### src/hdl/posd_pkg.sv
// Shared types, widths and helper functions for the point-on-segment block.
// Used by every module of the block; depends on nothing.
`default_nettype none

package posd_pkg;

  localparam int CW   = 16;                      // coordinate bits
  localparam int DW   = 24;                      // distance bits
  localparam int FW   = 8;                       // distance fraction bits
  localparam int PW   = DW + CW;                 // distance * |delta|
  localparam int HW   = PW / 2;                  // half of that product
  localparam int SQW  = 2 * PW;                  // its square
  localparam int SW   = 2 * CW + 1;              // squared length
  localparam int KW   = SW + 2 * FW;             // squared length, scaled
  localparam int NW   = (DW > FW) ? DW - FW : 1; // integer offset bits
  localparam int PPW  = NW + KW;                 // offset * scaled length
  localparam int TW   = 2 * NW + KW + 1;         // trial term
  localparam int EW   = ((CW > NW) ? CW : NW) + 2;
  localparam int IN_W = 4 * CW + DW;
  localparam int OUT_W = ((2 * CW + 2 + 7) / 8) * 8;
  localparam int QD   = 4;                       // queue depth
  localparam int QAW  = $clog2(QD);

  localparam logic [1:0] ST_OK    = 2'd0;
  localparam logic [1:0] ST_DEGEN = 2'd1;
  localparam logic [1:0] ST_SAT   = 2'd2;

  localparam logic signed [CW-1:0] COORD_MAX = {1'b0, {(CW-1){1'b1}}};
  localparam logic signed [CW-1:0] COORD_MIN = {1'b1, {(CW-1){1'b0}}};

  typedef struct packed {
    logic signed [CW-1:0] sx;
    logic signed [CW-1:0] sy;
    logic [CW-1:0]        adx;
    logic [CW-1:0]        ady;
    logic                 negx;
    logic                 negy;
    logic                 degen;
    logic [DW-1:0]        distance;
  } item_t;

  typedef struct packed {
    logic signed [CW-1:0] sx;
    logic signed [CW-1:0] sy;
    logic                 negx;
    logic                 negy;
    logic                 degen;
    logic [KW-1:0]        k;
    logic [SQW-1:0]       rx;
    logic [SQW-1:0]       ry;
    logic [PPW-1:0]       px;
    logic [PPW-1:0]       py;
    logic [NW-1:0]        nx;
    logic [NW-1:0]        ny;
  } rec_t;

  typedef struct packed {
    logic signed [CW-1:0] val;
    logic                 sat;
  } coord_t;

  // Term added to the squared offset times the scaled length when bit b is set.
  function automatic logic [TW-1:0] trial(input logic [PPW-1:0] p,
                                          input logic [KW-1:0] k, input int b);
    logic [TW-1:0] pe;
    logic [TW-1:0] ke;
    pe = TW'(p);
    ke = TW'(k);
    return (pe << (b + 1)) + (ke << (2 * b));
  endfunction

  // Truncate start +/- (n + fraction) toward zero, then clamp.
  function automatic coord_t place(input logic signed [CW-1:0] s, input logic neg,
                                   input logic [NW-1:0] n, input logic exact);
    logic signed [EW-1:0] se;
    logic signed [EW-1:0] ne;
    logic signed [EW-1:0] b;
    logic signed [EW-1:0] r;
    coord_t               c;
    se = EW'(s);
    ne = $signed(EW'(n));
    if (!neg) begin
      b = se + ne;
      r = (b >= 0 || exact) ? b : b + EW'(1);
    end else begin
      b = se - ne;
      r = (b <= 0 || exact) ? b : b - EW'(1);
    end
    c.sat = 1'b0;
    if (r > EW'(COORD_MAX)) begin
      c.val = COORD_MAX;
      c.sat = 1'b1;
    end else if (r < EW'(COORD_MIN)) begin
      c.val = COORD_MIN;
      c.sat = 1'b1;
    end else begin
      c.val = r[CW-1:0];
    end
    return c;
  endfunction

endpackage

`default_nettype wire

### src/hdl/posd_queue.sv
// Short request queue between the front stage and the compute pipeline.
// Depends on posd_pkg.
`default_nettype none

module posd_queue (
  input  wire logic            clk_i,
  input  wire logic            rst_ni,
  input  wire logic            push_i,
  input  wire posd_pkg::item_t push_item_i,
  output      logic            full_o,
  input  wire logic            pop_i,
  output      logic            empty_o,
  output      posd_pkg::item_t pop_item_o
);

  localparam int QAW = posd_pkg::QAW;

  posd_pkg::item_t mem_q [posd_pkg::QD];
  logic [QAW-1:0]  wr_q, rd_q;
  logic [QAW:0]    cnt_q;

  assign full_o     = (cnt_q == (QAW+1)'(posd_pkg::QD));
  assign empty_o    = (cnt_q == '0);
  assign pop_item_o = mem_q[rd_q];

  always_ff @(posedge clk_i or negedge rst_ni) begin
    if (!rst_ni) begin
      wr_q  <= '0;
      rd_q  <= '0;
      cnt_q <= '0;
    end else begin
      if (push_i) wr_q <= wr_q + 1'b1;
      if (pop_i)  rd_q <= rd_q + 1'b1;
      cnt_q <= cnt_q + (QAW+1)'(push_i) - (QAW+1)'(pop_i);
    end
  end

  always_ff @(posedge clk_i) begin
    if (push_i) mem_q[wr_q] <= push_item_i;
  end

endmodule

`default_nettype wire

### config.mk
export PLATFORM = sky130hd
export DESIGN_NAME = posd_queue
export DESIGN_NICKNAME = d
export VERILOG_FILES = /design/src/hdl/posd_pkg.sv /design/src/hdl/posd_queue.sv
export SDC_FILE = /design/constraint.sdc
export NUM_CORES = 1
export LEC_CHECK = 0
export BUFFER_PORTS_ARGS = -buffer_cell sky130_fd_sc_hd__buf_2
export CAP_MARGIN = 20
export CORE_MARGIN = 8
export CORE_UTILIZATION = 57
export DETAILED_ROUTE_END_ITERATION = 12
export HOLD_SLACK_MARGIN = 0.05
export PLACE_DENSITY_LB_ADDON = 0.12
export RECOVER_POWER = 25
export SLEW_MARGIN = 20
export SYNTH_ARGS = -nofsm -noshare
export SYNTH_HDL_FRONTEND = slang
export SYNTH_SLANG_ARGS = --single-unit
### constraint.sdc
create_clock -name clk_i -period 4.3 [get_ports clk_i]
set_input_delay 0 -clock clk_i [delete_from_list [all_inputs] [get_ports clk_i]]
set_output_delay 0 -clock clk_i [all_outputs]
set_load 0.05 [all_outputs]
# Word-level counts from Yosys, hierarchy flattened

Memory sizes are Yosys's and may differ from the RTL's.
Cells that the tools add are included.

Bits in registers: 7
Bits in latches: 0
RAM bits: 364
Memory bits (read-only): 0
Logic and storage cells: 12
Memories kept: 1

$add $sub $neg: 4
$mul: 0
Divide/modulo/power cells: 0
$lt $le $gt $ge: 0
Eq/ne operators: 1
Shift operators: 0
Multiplexer cells: 2
Bitwise operators: 0
Reductions and logical operators: 1

Memories:

| memory | depth | width | read ports | clocked after memory_dff | write ports | RTL line         | RTL |
|---|---|---|---|---|---|---|---|
| mem_q  | 4     | 91    | 1          | 0                        | 1           | posd_queue.sv:18 | `posd_pkg::item_t mem_q [posd_pkg::QD];` |

Operators by type and width:

| cell                                                          | count |
|---|---|
| 2-bit by 1-bit adder with 2-bit output, second input constant | 2 |
| 3-bit by 1-bit adder with 3-bit output                        | 1 |
| 3-bit equality test, second input constant                    | 1 |
| 3-bit zero test                                               | 1 |
| 3-bit by 1-bit subtractor with 3-bit output                   | 1 |
| 1-bit 2-to-1 mux                                              | 2 |

# Longest topological paths before layout

Word-level depth: 2
Mapped depth: 7

# Worst setup path before layout

Ideal clock, no wire load.

Kind: register to register
Start point: register wr_q[0]
End point: memory mem_q[0][0] (netlist name) (enable)
Setup time: 459 ps
Arrival time: 2730 ps
Required time: 3841 ps
Path slack: 1110 ps
Stages on the path, launching flop included: 4
Clock period less this slack: 3190 ps
Cells stage by stage: dfrtp_1 > inv_1 > ha_1 > and2_1

RTL lines:

| element                | RTL line         | RTL |
|---|---|---|
| from (decl)            | posd_queue.sv:19 | `logic [QAW-1:0] wr_q, rd_q;` |
| from (signal assigned) | posd_queue.sv:32 | `if (push_i) wr_q <= wr_q + 1'b1;` |
| to (decl)              | posd_queue.sv:18 |  |

Straight into the memory's write port.

==> metrics.txt <==
status=finished clean; CP startpoint kind=flop; commonest non-fill, non-tap cell in the layout=edfxtp_1; First-pass DRT Iterations=5; final slew viol count=0; Clock Tree Buf Depth=3; final core utilization=0.721; worst slew pin tran=0.885 ns; antenna viol nets, final=0; synth unique cells=17; vias per cell=5.46; Rows=56; synth warn=0; CP max stage cell=dfrtp_4; dpl hpwl=15600 um; Setup-failing EPs final=0; sw frac=0.379; # H-tree levels=2; fin nets=923; Clock Sinks=371; # port buffers=187; Clock power frac=0.239; slew margin rel.=0.410; Reg clk slew, reported paths=0.06 ns; Logic pwr share=0.367; maximum VDD drop=0.608 mV; CTS resizes=0; final RePlAce weighted congestion=0.727; WP buf/inv=2; CTS tree=done; Hold Path Class=primary input to flop; Max Cap Viol=0; WL per Instance=22.1 um; CTS hold repair buffers=95; clk_skew=0.0105 ns; fin crit share=0.652; largest net degree at the start of global routing=59; Psw=4.90 mW; Yosys reg bits=371; I/O pin cnt=188; fin cells=1172; Area Overhead vs Synth=24.9%; Internal Power=8.03 mW; vias in the first global route=7128; sequential group share of total power=0.394; Min Clock Period, post-route=2.80 ns; CTS Buf Count=37; Starting Density=0.578; Critical Path Max Stage Delay=0.98 ns; WS Path Type=flop to output port; CP top delay family=flip-flops; crit-path max FO=55; Chip Width=170 um; final WL=25900 um; CP cell instances=buf_4, mux4_2, buf_2; Cell Area, Placed=14800 um^2; total core area=23400 um^2; global route overflow=0; via count=6402; Seq/Total Area, Yosys=0.821; mean post-synth cell area=26.6 um^2; worst reg2reg path depth=4; Final Hold Vio Count=0; RSZ-0062 raised after global routing=no; LEAKAGE=5.75 nW; Power Dens Cells=766 nW/um^2; GRT Total Usage=0.184; setup_tns=0 ns; share of layout cells above drive strength 1=0.344; max frequency=357 MHz; DRT iter0 DRCs=394; CP Depth=3; commonest non-fill, non-tap cells in the layout=edfxtp_1, buf_2, dlygate4sd3_1; first-pass GRT wire length=40200 um; Gate Count Post-Synth=509; antenna violations before repair=2; WHS Path Cells=2; Clock Latency Late Sink=0.51 ns; Remaining DRCs=0; required time of the critical path=4.30 ns; setup bufs post-CTS=0; Syn Std Cell Area=13500 um^2; CP Capture Type=output port; root buffer cell=clkbuf_16; syn nets=611; placed cells=1006; WP data arrival=2.80 ns; die height=170 um; Final Instance Area=16900 um^2; DIE AREA=28900 um^2; hold_ws=0.253 ns
## sequential cells by signal (all words and copies together), names as in the netlist
| signal | flops |
|---|---|
| rd_q | 2 |
| cnt_q | 3 |
| wr_q | 2 |
| mem_q | 364 |
## metrics by stage
step                      worst slack (ns)  power, mW
after floorplan                       1.11       8.87
after global placement                2.01       9.87
after detailed placement              1.97       9.96
after CTS                             1.42       13.1
after global routing                  1.37       13.4
final                                 1.50       12.9
## synthesized netlist by cell type (all sizes together)
cell type,count,area [um^2]
clkbuf,1,3.75
and2,4,25.0
nand2,2,7.51
dfrtp,7,175
o21ai,1,5.00
inv,6,22.5
mux4,91,2050
nor3,1,5.00
edfxtp,364,10900
fa,1,20.0
xor2,2,17.5
xnor2,3,26.3
buf,19,150
ha,6,75.1
and3,1,6.26
## power groups by stage
| stage | Combinational (mW) | Sequential (mW) | Clock, mW |
|---|---|---|---|
| final | 4.75 | 5.09 | 3.09 |
| after global routing | 4.99 | 5.17 | 3.28 |
| after CTS | 4.85 | 5.11 | 3.15 |
| after detailed placement | 4.77 | 5.19 | 0 |
| after global placement | 4.73 | 5.14 | 0 |
| after floorplan | 3.91 | 4.95 | 0 |
## kinds of logic after synthesis
| kind of cell | Yosys count | share of synthesized area |
|---|---|---|
| muxes | 91 | 0.152 |
| buffers and inverters | 26 | 0.0130 |
| xor gates and xnor gates | 5 | 0.00324 |
| AOI/OAI and AO/OA | 1 | 0.000370 |
| and+or+nand+nor | 8 | 0.00324 |
| DFF | 371 | 0.821 |
| adders and majority gates | 7 | 0.00703 |
## area by class of cell
type                    count  area [um^2]
flip-flops and latches    371        11100
fillers                  1453         6520
multi-input cells         112         2250
repair buffers            293         1910
clock buffers              48         1010
well taps                 319          399
clock inverters            19          168
inverters                   6         22.5
diodes                      4         10.0
## routing by layer
metal  track usage  vias up  share of wire  routed length (um)
li1              -     2820              -                   -
met1         0.238     3335           0.41               10500
met2         0.307      202           0.50               13100
met3        0.0452       45          0.066                1700
met4        0.0572        0          0.024                 615
met5             0        -              0                   0
## final timing paths
check / start / to / slack (ns)
max: rd_q[1] / pop_item_o[12] / 1.50
min: push_item_i[30] / mem_q[2][30] / 0.25
max reg2reg: wr_q[0] / mem_q[2][75] / 2.12
min reg2reg: wr_q[0] / wr_q[0] / 0.54
max in group asynchronous: rst_ni / rd_q[1] / 3.59
min in group asynchronous: rst_ni / wr_q[0] / 0.44
Note: power is estimated with default switching activity, not from simulation.
