<file path="config.mk">
export PLATFORM = sky130hd
export DESIGN_NAME = posd_front
export DESIGN_NICKNAME = d
export VERILOG_FILES = /design/src/hdl/posd_pkg.sv /design/src/hdl/posd_front.sv
export SDC_FILE = /design/constraint.sdc
export NUM_CORES = 1
export LEC_CHECK = 0
export BUFFER_PORTS_ARGS = -buffer_cell sky130_fd_sc_hd__buf_2
export CORE_AREA = 2 2 126 103
export CTS_CLUSTER_DIAMETER = 100
export DETAILED_ROUTE_END_ITERATION = 10
export DIE_AREA = 0 0 128 105
export MAX_ROUTING_LAYER = met4
export PLACE_DENSITY = 0.76
export SYNTH_ARGS = -nofsm -noshare
export SYNTH_HDL_FRONTEND = slang
export SYNTH_SLANG_ARGS = --single-unit
</file>
<file path="constraint.sdc">
create_clock -name clk_i -period 3.1 [get_ports clk_i]
set_input_delay 0.62 -clock clk_i [delete_from_list [all_inputs] [get_ports clk_i]]
set_output_delay 0.62 -clock clk_i [all_outputs]
set_load 0.02 [all_outputs]
</file>
<file path="src/hdl/posd_pkg.sv">
// Shared types, widths and helper functions for the point-on-segment block.
// Used by every module of the block; depends on nothing.
`default_nettype none

package posd_pkg;

  localparam int CW   = 16;                      // coordinate bits
  localparam int DW   = 24;                      // distance bits
  localparam int FW   = 8;                       // distance fraction bits
  localparam int PW   = DW + CW;                 // distance * |delta|
  localparam int HW   = PW / 2;                  // half of that product
  localparam int SQW  = 2 * PW;                  // its square
  localparam int SW   = 2 * CW + 1;              // squared length
  localparam int KW   = SW + 2 * FW;             // squared length, scaled
  localparam int NW   = (DW > FW) ? DW - FW : 1; // integer offset bits
  localparam int PPW  = NW + KW;                 // offset * scaled length
  localparam int TW   = 2 * NW + KW + 1;         // trial term
  localparam int EW   = ((CW > NW) ? CW : NW) + 2;
  localparam int IN_W = 4 * CW + DW;
  localparam int OUT_W = ((2 * CW + 2 + 7) / 8) * 8;
  localparam int QD   = 4;                       // queue depth
  localparam int QAW  = $clog2(QD);

  localparam logic [1:0] ST_OK    = 2'd0;
  localparam logic [1:0] ST_DEGEN = 2'd1;
  localparam logic [1:0] ST_SAT   = 2'd2;

  localparam logic signed [CW-1:0] COORD_MAX = {1'b0, {(CW-1){1'b1}}};
  localparam logic signed [CW-1:0] COORD_MIN = {1'b1, {(CW-1){1'b0}}};

  typedef struct packed {
    logic signed [CW-1:0] sx;
    logic signed [CW-1:0] sy;
    logic [CW-1:0]        adx;
    logic [CW-1:0]        ady;
    logic                 negx;
    logic                 negy;
    logic                 degen;
    logic [DW-1:0]        distance;
  } item_t;

  typedef struct packed {
    logic signed [CW-1:0] sx;
    logic signed [CW-1:0] sy;
    logic                 negx;
    logic                 negy;
    logic                 degen;
    logic [KW-1:0]        k;
    logic [SQW-1:0]       rx;
    logic [SQW-1:0]       ry;
    logic [PPW-1:0]       px;
    logic [PPW-1:0]       py;
    logic [NW-1:0]        nx;
    logic [NW-1:0]        ny;
  } rec_t;

  typedef struct packed {
    logic signed [CW-1:0] val;
    logic                 sat;
  } coord_t;

  // Term added to the squared offset times the scaled length when bit b is set.
  function automatic logic [TW-1:0] trial(input logic [PPW-1:0] p,
                                          input logic [KW-1:0] k, input int b);
    logic [TW-1:0] pe;
    logic [TW-1:0] ke;
    pe = TW'(p);
    ke = TW'(k);
    return (pe << (b + 1)) + (ke << (2 * b));
  endfunction

  // Truncate start +/- (n + fraction) toward zero, then clamp.
  function automatic coord_t place(input logic signed [CW-1:0] s, input logic neg,
                                   input logic [NW-1:0] n, input logic exact);
    logic signed [EW-1:0] se;
    logic signed [EW-1:0] ne;
    logic signed [EW-1:0] b;
    logic signed [EW-1:0] r;
    coord_t               c;
    se = EW'(s);
    ne = $signed(EW'(n));
    if (!neg) begin
      b = se + ne;
      r = (b >= 0 || exact) ? b : b + EW'(1);
    end else begin
      b = se - ne;
      r = (b <= 0 || exact) ? b : b - EW'(1);
    end
    c.sat = 1'b0;
    if (r > EW'(COORD_MAX)) begin
      c.val = COORD_MAX;
      c.sat = 1'b1;
    end else if (r < EW'(COORD_MIN)) begin
      c.val = COORD_MIN;
      c.sat = 1'b1;
    end else begin
      c.val = r[CW-1:0];
    end
    return c;
  endfunction

endpackage

`default_nettype wire

</file>
<file path="src/hdl/posd_front.sv">
// Front stage: accept a point request, form deltas, magnitudes and signs.
// Depends on posd_pkg.
`default_nettype none

module posd_front (
  input  wire logic                      clk_i,
  input  wire logic                      rst_ni,
  input  wire logic                      in_valid_i,
  output      logic                      in_ready_o,
  input  wire logic [posd_pkg::IN_W-1:0] in_data_i,
  output      logic                      out_valid_o,
  input  wire logic                      out_ready_i,
  output      posd_pkg::item_t           out_item_o
);

  localparam int CW = posd_pkg::CW;

  logic                 vld_q;
  posd_pkg::item_t      item_q, item_d;
  logic signed [CW-1:0] sx, sy, ex, ey;
  logic signed [CW:0]   dx, dy;
  logic [CW:0]          adx, ady;

  assign sx = in_data_i[CW-1:0];
  assign sy = in_data_i[2*CW-1:CW];
  assign ex = in_data_i[3*CW-1:2*CW];
  assign ey = in_data_i[4*CW-1:3*CW];
  assign dx = (CW+1)'(ex) - (CW+1)'(sx);
  assign dy = (CW+1)'(ey) - (CW+1)'(sy);
  assign adx = dx[CW] ? -dx : dx;
  assign ady = dy[CW] ? -dy : dy;

  always_comb begin
    item_d.sx       = sx;
    item_d.sy       = sy;
    item_d.adx      = adx[CW-1:0];
    item_d.ady      = ady[CW-1:0];
    item_d.negx     = dx[CW];
    item_d.negy     = dy[CW];
    item_d.degen    = (adx == '0) && (ady == '0);
    item_d.distance = in_data_i[posd_pkg::IN_W-1:4*CW];
  end

  assign in_ready_o  = !vld_q || out_ready_i;
  assign out_valid_o = vld_q;
  assign out_item_o  = item_q;

  always_ff @(posedge clk_i or negedge rst_ni) begin
    if (!rst_ni) begin
      vld_q <= 1'b0;
    end else if (in_ready_o) begin
      vld_q <= in_valid_i;
    end
  end

  always_ff @(posedge clk_i) begin
    if (in_ready_o && in_valid_i) begin
      item_q <= item_d;
    end
  end

endmodule

`default_nettype wire

</file>
* Word-level counts from Yosys, hierarchy flattened
Cells that the tools add are included.
** Word-level totals
- Flip-flop bits (word level) :: 92
- Bits of input ports :: 92
- Output and inout port bits :: 93
- Logic and storage cells :: 21
** Operators by class
- Add/subtract/negate cells :: 4
- Mux-type cells :: 2
- Reductions and logical operators :: 6
** Operator list (number)
- $logic_not 17->1 :: 2
- $mux 17 :: 2
- $neg 17->17 :: 2
- $sub 16x16->17 :: 2
- $logic_and 1x1->1 :: 2
- $logic_not 1->1 :: 1
- $logic_or 1x1->1 :: 1

* Longest topological paths before layout
- Depth after elaboration :: 5
- Gate-level depth with buffers :: 14
- Gate-level depth less buffers :: 14

* Least setup slack after synthesis
No wires, ideal clock.
- Path type :: input port to flip-flop
- Start point :: in in_data_i[48] in the netlist's numbering
- End point :: reg item_q, in the netlist out_item_o[24], data pin
- Library setup time :: 170 ps
- Arrival time :: 3679 ps
- Data required time :: 2930 ps
- Setup slack :: -748 ps
- Stages on the path :: 12
- Path buffers :: 0
- Cell sequence :: inv_1 > ha_1 > fa_1 > xor2_1 > nand3_2 > a2111o_1 > nor4b_4 > a21oi_1 > or3_1 > a2111oi_2 > nand4_1 > nor4_2
** RTL lines
- start, declared :: line posd_front.sv:10 : input wire logic [posd_pkg::IN_W-1:0] in_data_i,
- end signal, assigned :: line posd_front.sv:58 : item_q <= item_d;
- end, declared :: line posd_front.sv:19 : posd_pkg::item_t item_q, item_d;

==> tab_implementation.tex <==
\begin{tabular}{lr}
\hline
Metric & Value \\
\hline
\multicolumn{2}{l}{\textbf{Placed design}} \\
Area post-placement & between 0.007 and 0.008 sq mm \\
Routability cong. & 0.885 \\
Dpl hpwl & $\sim$11 mm \\
Port bufs & around 180 \\
Placed Instances & 957 \\
\multicolumn{2}{l}{\textbf{Timing}} \\
Least setup slack across all paths after layout & -0.217 ns \\
Worst hold slack & between 0.03 and 0.04 ns \\
Fin crit share & 1.07 \\
Maximum frequency from static timing analysis & 301 MHz \\
Time the final worst path needs with I/O delays and setup & $\sim$3.3 ns \\
Slew Limit Fails & 0 \\
Transition at the pin with the smallest max-transition slack & 0.476 ns \\
RSZ-0062 raised after global routing & yes \\
Number of setup violations in the final report & 1 \\
Number of hold violations in the final report & 0 \\
Sum of negative setup slack & -0.217 ns \\
Tightest slew margin relative to the limit & 0.683 \\
Worst clock skew & approximately 0.0048 ns \\
\multicolumn{2}{l}{\textbf{Min path}} \\
Hold Crit Class & primary input to asynchronous set/reset pin \\
\multicolumn{2}{l}{\textbf{Routing}} \\
Number of DRC violations after detailed-routing iteration 0 & about 220 \\
Detailed-route via count & between 5,000 and 6,000 \\
Drt wl/cell & about 15 um \\
DRC violations left & 0 \\
Via density per instance & 5.16 \\
Remaining antenna violation count & 0 \\
Sum of routed wire length over all layers & roughly 15 mm \\
Number of iterations in the first detailed-routing pass & 4 \\
\multicolumn{2}{l}{\textbf{Cells and area}} \\
Area overhead of the layout relative to synthesis & 50.7\% \\
Layout cell share with drive strength beyond 1 & 0.483 \\
Post-Layout Inst Area & approximately 0.0083 sq mm \\
Final instance count without filler cells & between 900 and 1,000 \\
Antenna Diode Count & 0 \\
Fraction of the core area covered by cells at the end of the flow & 0.685 \\
Final net count & around 950 \\
Filler cell count & 922 \\
\multicolumn{2}{l}{\textbf{Power}} \\
Worst vdd rail ir drop & around 310 uV \\
Leakage power & 3.74 nW \\
Power density cells & 523 mW/mm\^{}2 \\
\multicolumn{2}{l}{\textbf{Floorplan}} \\
Die footprint & 0.0134 sq mm \\
Starting utilization of the core area & 0.455 \\
Die H & approximately 110 um \\
Die outline width & 128 um \\
Floorplan core area & about 0.012 sq mm \\
Row count & 36 \\
IO Pins & 185 \\
\multicolumn{2}{l}{\textbf{Global route}} \\
Number of antenna violations at the first check in global routing & 0 \\
First-pass GRT wire length & between 20 and 25 mm \\
Overflow left after global routing & 0 \\
Via count of the first global-routing pass & around 5,000 \\
Pin count of the biggest net entering global routing & 39 \\
All-layer global routing usage & 0.224 \\
\multicolumn{2}{l}{\textbf{Yosys}} \\
Net count after synthesis & 621 \\
Post-synthesis average cell area & 11.1 sq um \\
Most instantiated flip-flop cell in the synthesis netlist & sky130\_fd\_sc\_hd\_\_edfxtp\_1 \\
Post-synthesis sequential area ratio & 0.503 \\
Flip-flop and latch count after synthesis & 92 \\
Yosys warnings & 0 \\
FFs w/ async S/R, synth & 0.0109 \\
Instance count of the mapped netlist & approximately 500 \\
Area of the mapped netlist & approximately 0.0055 sq mm \\
Count of cell types in the netlist & approximately 70 \\
Count of flip-flops with a built-in enable after synthesis & just over 90 \\
\multicolumn{2}{l}{\textbf{Worst setup path}} \\
Setup Crit Path Kind & primary input to register \\
Required @ worst endpoint & $\sim$3.3 ns \\
Maximum fanout along the worst path & 3 \\
Critical path startpoint category & primary input \\
Category of the worst setup path capture point & register \\
Arrival time of data at the critical path endpoint & about 3.5 ns \\
\multicolumn{2}{l}{\textbf{Clock network}} \\
Clock latency at the later pin of the worst-skew pair & around 0.35 ns \\
Clk slew on worst S/H paths & 0.07 ns \\
Post-CTS Hold Buffers & 0 \\
Number of buffers on the longest clock path & 2 \\
Root buf cell & sky130\_fd\_sc\_hd\_\_clkbuf\_16 \\
CTS Sinks & 92 \\
CTS Buf Count & 9 \\
CTS H-tree lvls & 3 \\
Clock tree from TritonCTS & built \\
\multicolumn{2}{l}{\textbf{Outcome}} \\
Violated checks & negative setup slack \\
Run status & finished with violations \\
\multicolumn{2}{l}{\textbf{Run}} \\
Max-cap violations & 0 \\
\hline
\end{tabular}
per-stage QoR:
step	total power (W)	setup WS [ns]
final	0.00432	-0.217
after floorplan	0.00244	-0.431
after detailed placement	0.00313	-0.661
after global placement	0.00309	-0.623
after global routing	0.00454	-0.391
after CTS	0.00427	-0.194
final timing paths:
| path | start | endpoint | slack, ns | cells past startpoint |
|---|---|---|---|---|
| max | in_data_i[48] | out_item_o[24] | -0.22 | 14 |
| min | rst_ni | out_valid_o | 0.03 | 1 |
| max reg2reg | out_valid_o | out_item_o[34] | 1.41 | 3 |
| min reg2reg | out_valid_o | out_valid_o | 0.57 | 2 |
| max in group asynchronous | rst_ni | out_valid_o | 2.99 | 1 |
| min in group clk_i | in_data_i[76] | out_item_o[12] | 0.44 | 1 |
where the power goes:
| group | internal [W] | switching, W | total (W) |
|---|---|---|---|
| sequential | 0.00154 | 0.0000301 | 0.00157 |
| combinational | 0.000767 | 0.000866 | 0.00163 |
| clock | 0.000632 | 0.000492 | 0.00112 |
| total | 0.00294 | 0.00139 | 0.00432 |
state kept, by name (all words and copies together), names as in the netlist:
signal,cells
out_item_o,91
out_valid_o,1
layout make-up:
| cell class | count | area (sq um) | area share |
|---|---|---|---|
| Inverter | 48 | 183 | 0.0221 |
| Tap cell | 152 | 190 | 0.0230 |
| Timing Repair Buffer | 328 | 2020 | 0.245 |
| Clock inverter | 6 | 71.3 | 0.00862 |
| Sequential cell | 92 | 2760 | 0.333 |
| Clock buffer | 10 | 229 | 0.0277 |
| Multi-Input combinational cell | 347 | 2820 | 0.340 |
cells by family after synthesis:
| family | Yosys count | share of synthesized area |
|---|---|---|
| AOI/OAI and AO/OA | 119 | 0.148 |
| xor gates and xnor gates | 50 | 0.0798 |
| adders and majority gates | 36 | 0.0848 |
| buffers and inverters | 54 | 0.0383 |
| DFF | 92 | 0.503 |
| muxes | 5 | 0.00935 |
| and+or+nand+nor | 137 | 0.137 |
critical path: stages:
cell                        delay, ns
sky130_fd_sc_hd__buf_2           0.10
sky130_fd_sc_hd__inv_4           0.03
sky130_fd_sc_hd__ha_4            0.15
sky130_fd_sc_hd__fa_2            0.39
sky130_fd_sc_hd__nand2b_4        0.18
sky130_fd_sc_hd__a21oi_2         0.17
sky130_fd_sc_hd__o21ai_1         0.09
sky130_fd_sc_hd__a2111o_1        0.42
sky130_fd_sc_hd__nor4b_4         0.25
sky130_fd_sc_hd__a21oi_1         0.10
sky130_fd_sc_hd__or3_1           0.34
sky130_fd_sc_hd__a2111oi_2       0.32
sky130_fd_sc_hd__nand4_1         0.17
sky130_fd_sc_hd__nor4_2          0.15
metal layers:
metal	track usage	wire length, um
met1	0.279	6450
met3	0.0486	750
met4	0.0816	249
met2	0.362	7200
met5	-	0
synthesized netlist by cell type, types with 3 or more instances:
cell type                   instances  share of area
sky130_fd_sc_hd__edfxtp_1          91           0.50
sky130_fd_sc_hd__xnor2_1           28          0.045
sky130_fd_sc_hd__o21ai_0           11          0.010
sky130_fd_sc_hd__mux2i_1            4         0.0073
sky130_fd_sc_hd__a2111oi_0          5         0.0080
sky130_fd_sc_hd__xor2_1            22          0.035
sky130_fd_sc_hd__nor3_1            11          0.010
sky130_fd_sc_hd__a211oi_1           4         0.0055
sky130_fd_sc_hd__nand2_1           20          0.014
sky130_fd_sc_hd__ha_1              34          0.078
sky130_fd_sc_hd__nor3b_1            3         0.0041
sky130_fd_sc_hd__o22ai_1            4         0.0046
sky130_fd_sc_hd__and2_1             5         0.0057
sky130_fd_sc_hd__o211ai_1           8          0.011
sky130_fd_sc_hd__a31oi_1            8         0.0091
sky130_fd_sc_hd__and3_1             4         0.0046
sky130_fd_sc_hd__clkbuf_1           5         0.0034
sky130_fd_sc_hd__inv_1             47          0.032
sky130_fd_sc_hd__nand2b_1           7         0.0080
sky130_fd_sc_hd__a21oi_1           33          0.030
sky130_fd_sc_hd__nor2_1            41          0.028
sky130_fd_sc_hd__o21ai_1            7         0.0064
sky130_fd_sc_hd__or3_1              6         0.0068
sky130_fd_sc_hd__a21o_1             8          0.011
sky130_fd_sc_hd__o21a_1             4         0.0055
sky130_fd_sc_hd__nand3_1            9         0.0082
sky130_fd_sc_hd__nor2b_1            5         0.0057
sky130_fd_sc_hd__nand4_1            3         0.0034
sky130_fd_sc_hd__or2_1              5         0.0057
sky130_fd_sc_hd__o21bai_1           3         0.0041
layout by cell type, fill, tap and decap left out, drive strengths merged, types with 11 or more instances in the layout:
master	count
ha	34
edfxtp	91
buf	328
nor2	42
o21ai	18
a21oi	33
xnor2	28
inv	50
nand2	20
xor2	22
nor3	11
timing repair:
item / in CTS / in global routing
hold endpoints to repair: 0 / 0
pin swaps: 2 / 19
endpoints found under the setup margin: 2 / 8
setup buffers: 0 / 11
gates resized for setup: 2 / 38
No activity file was read; power rests on OpenSTA's default activity.
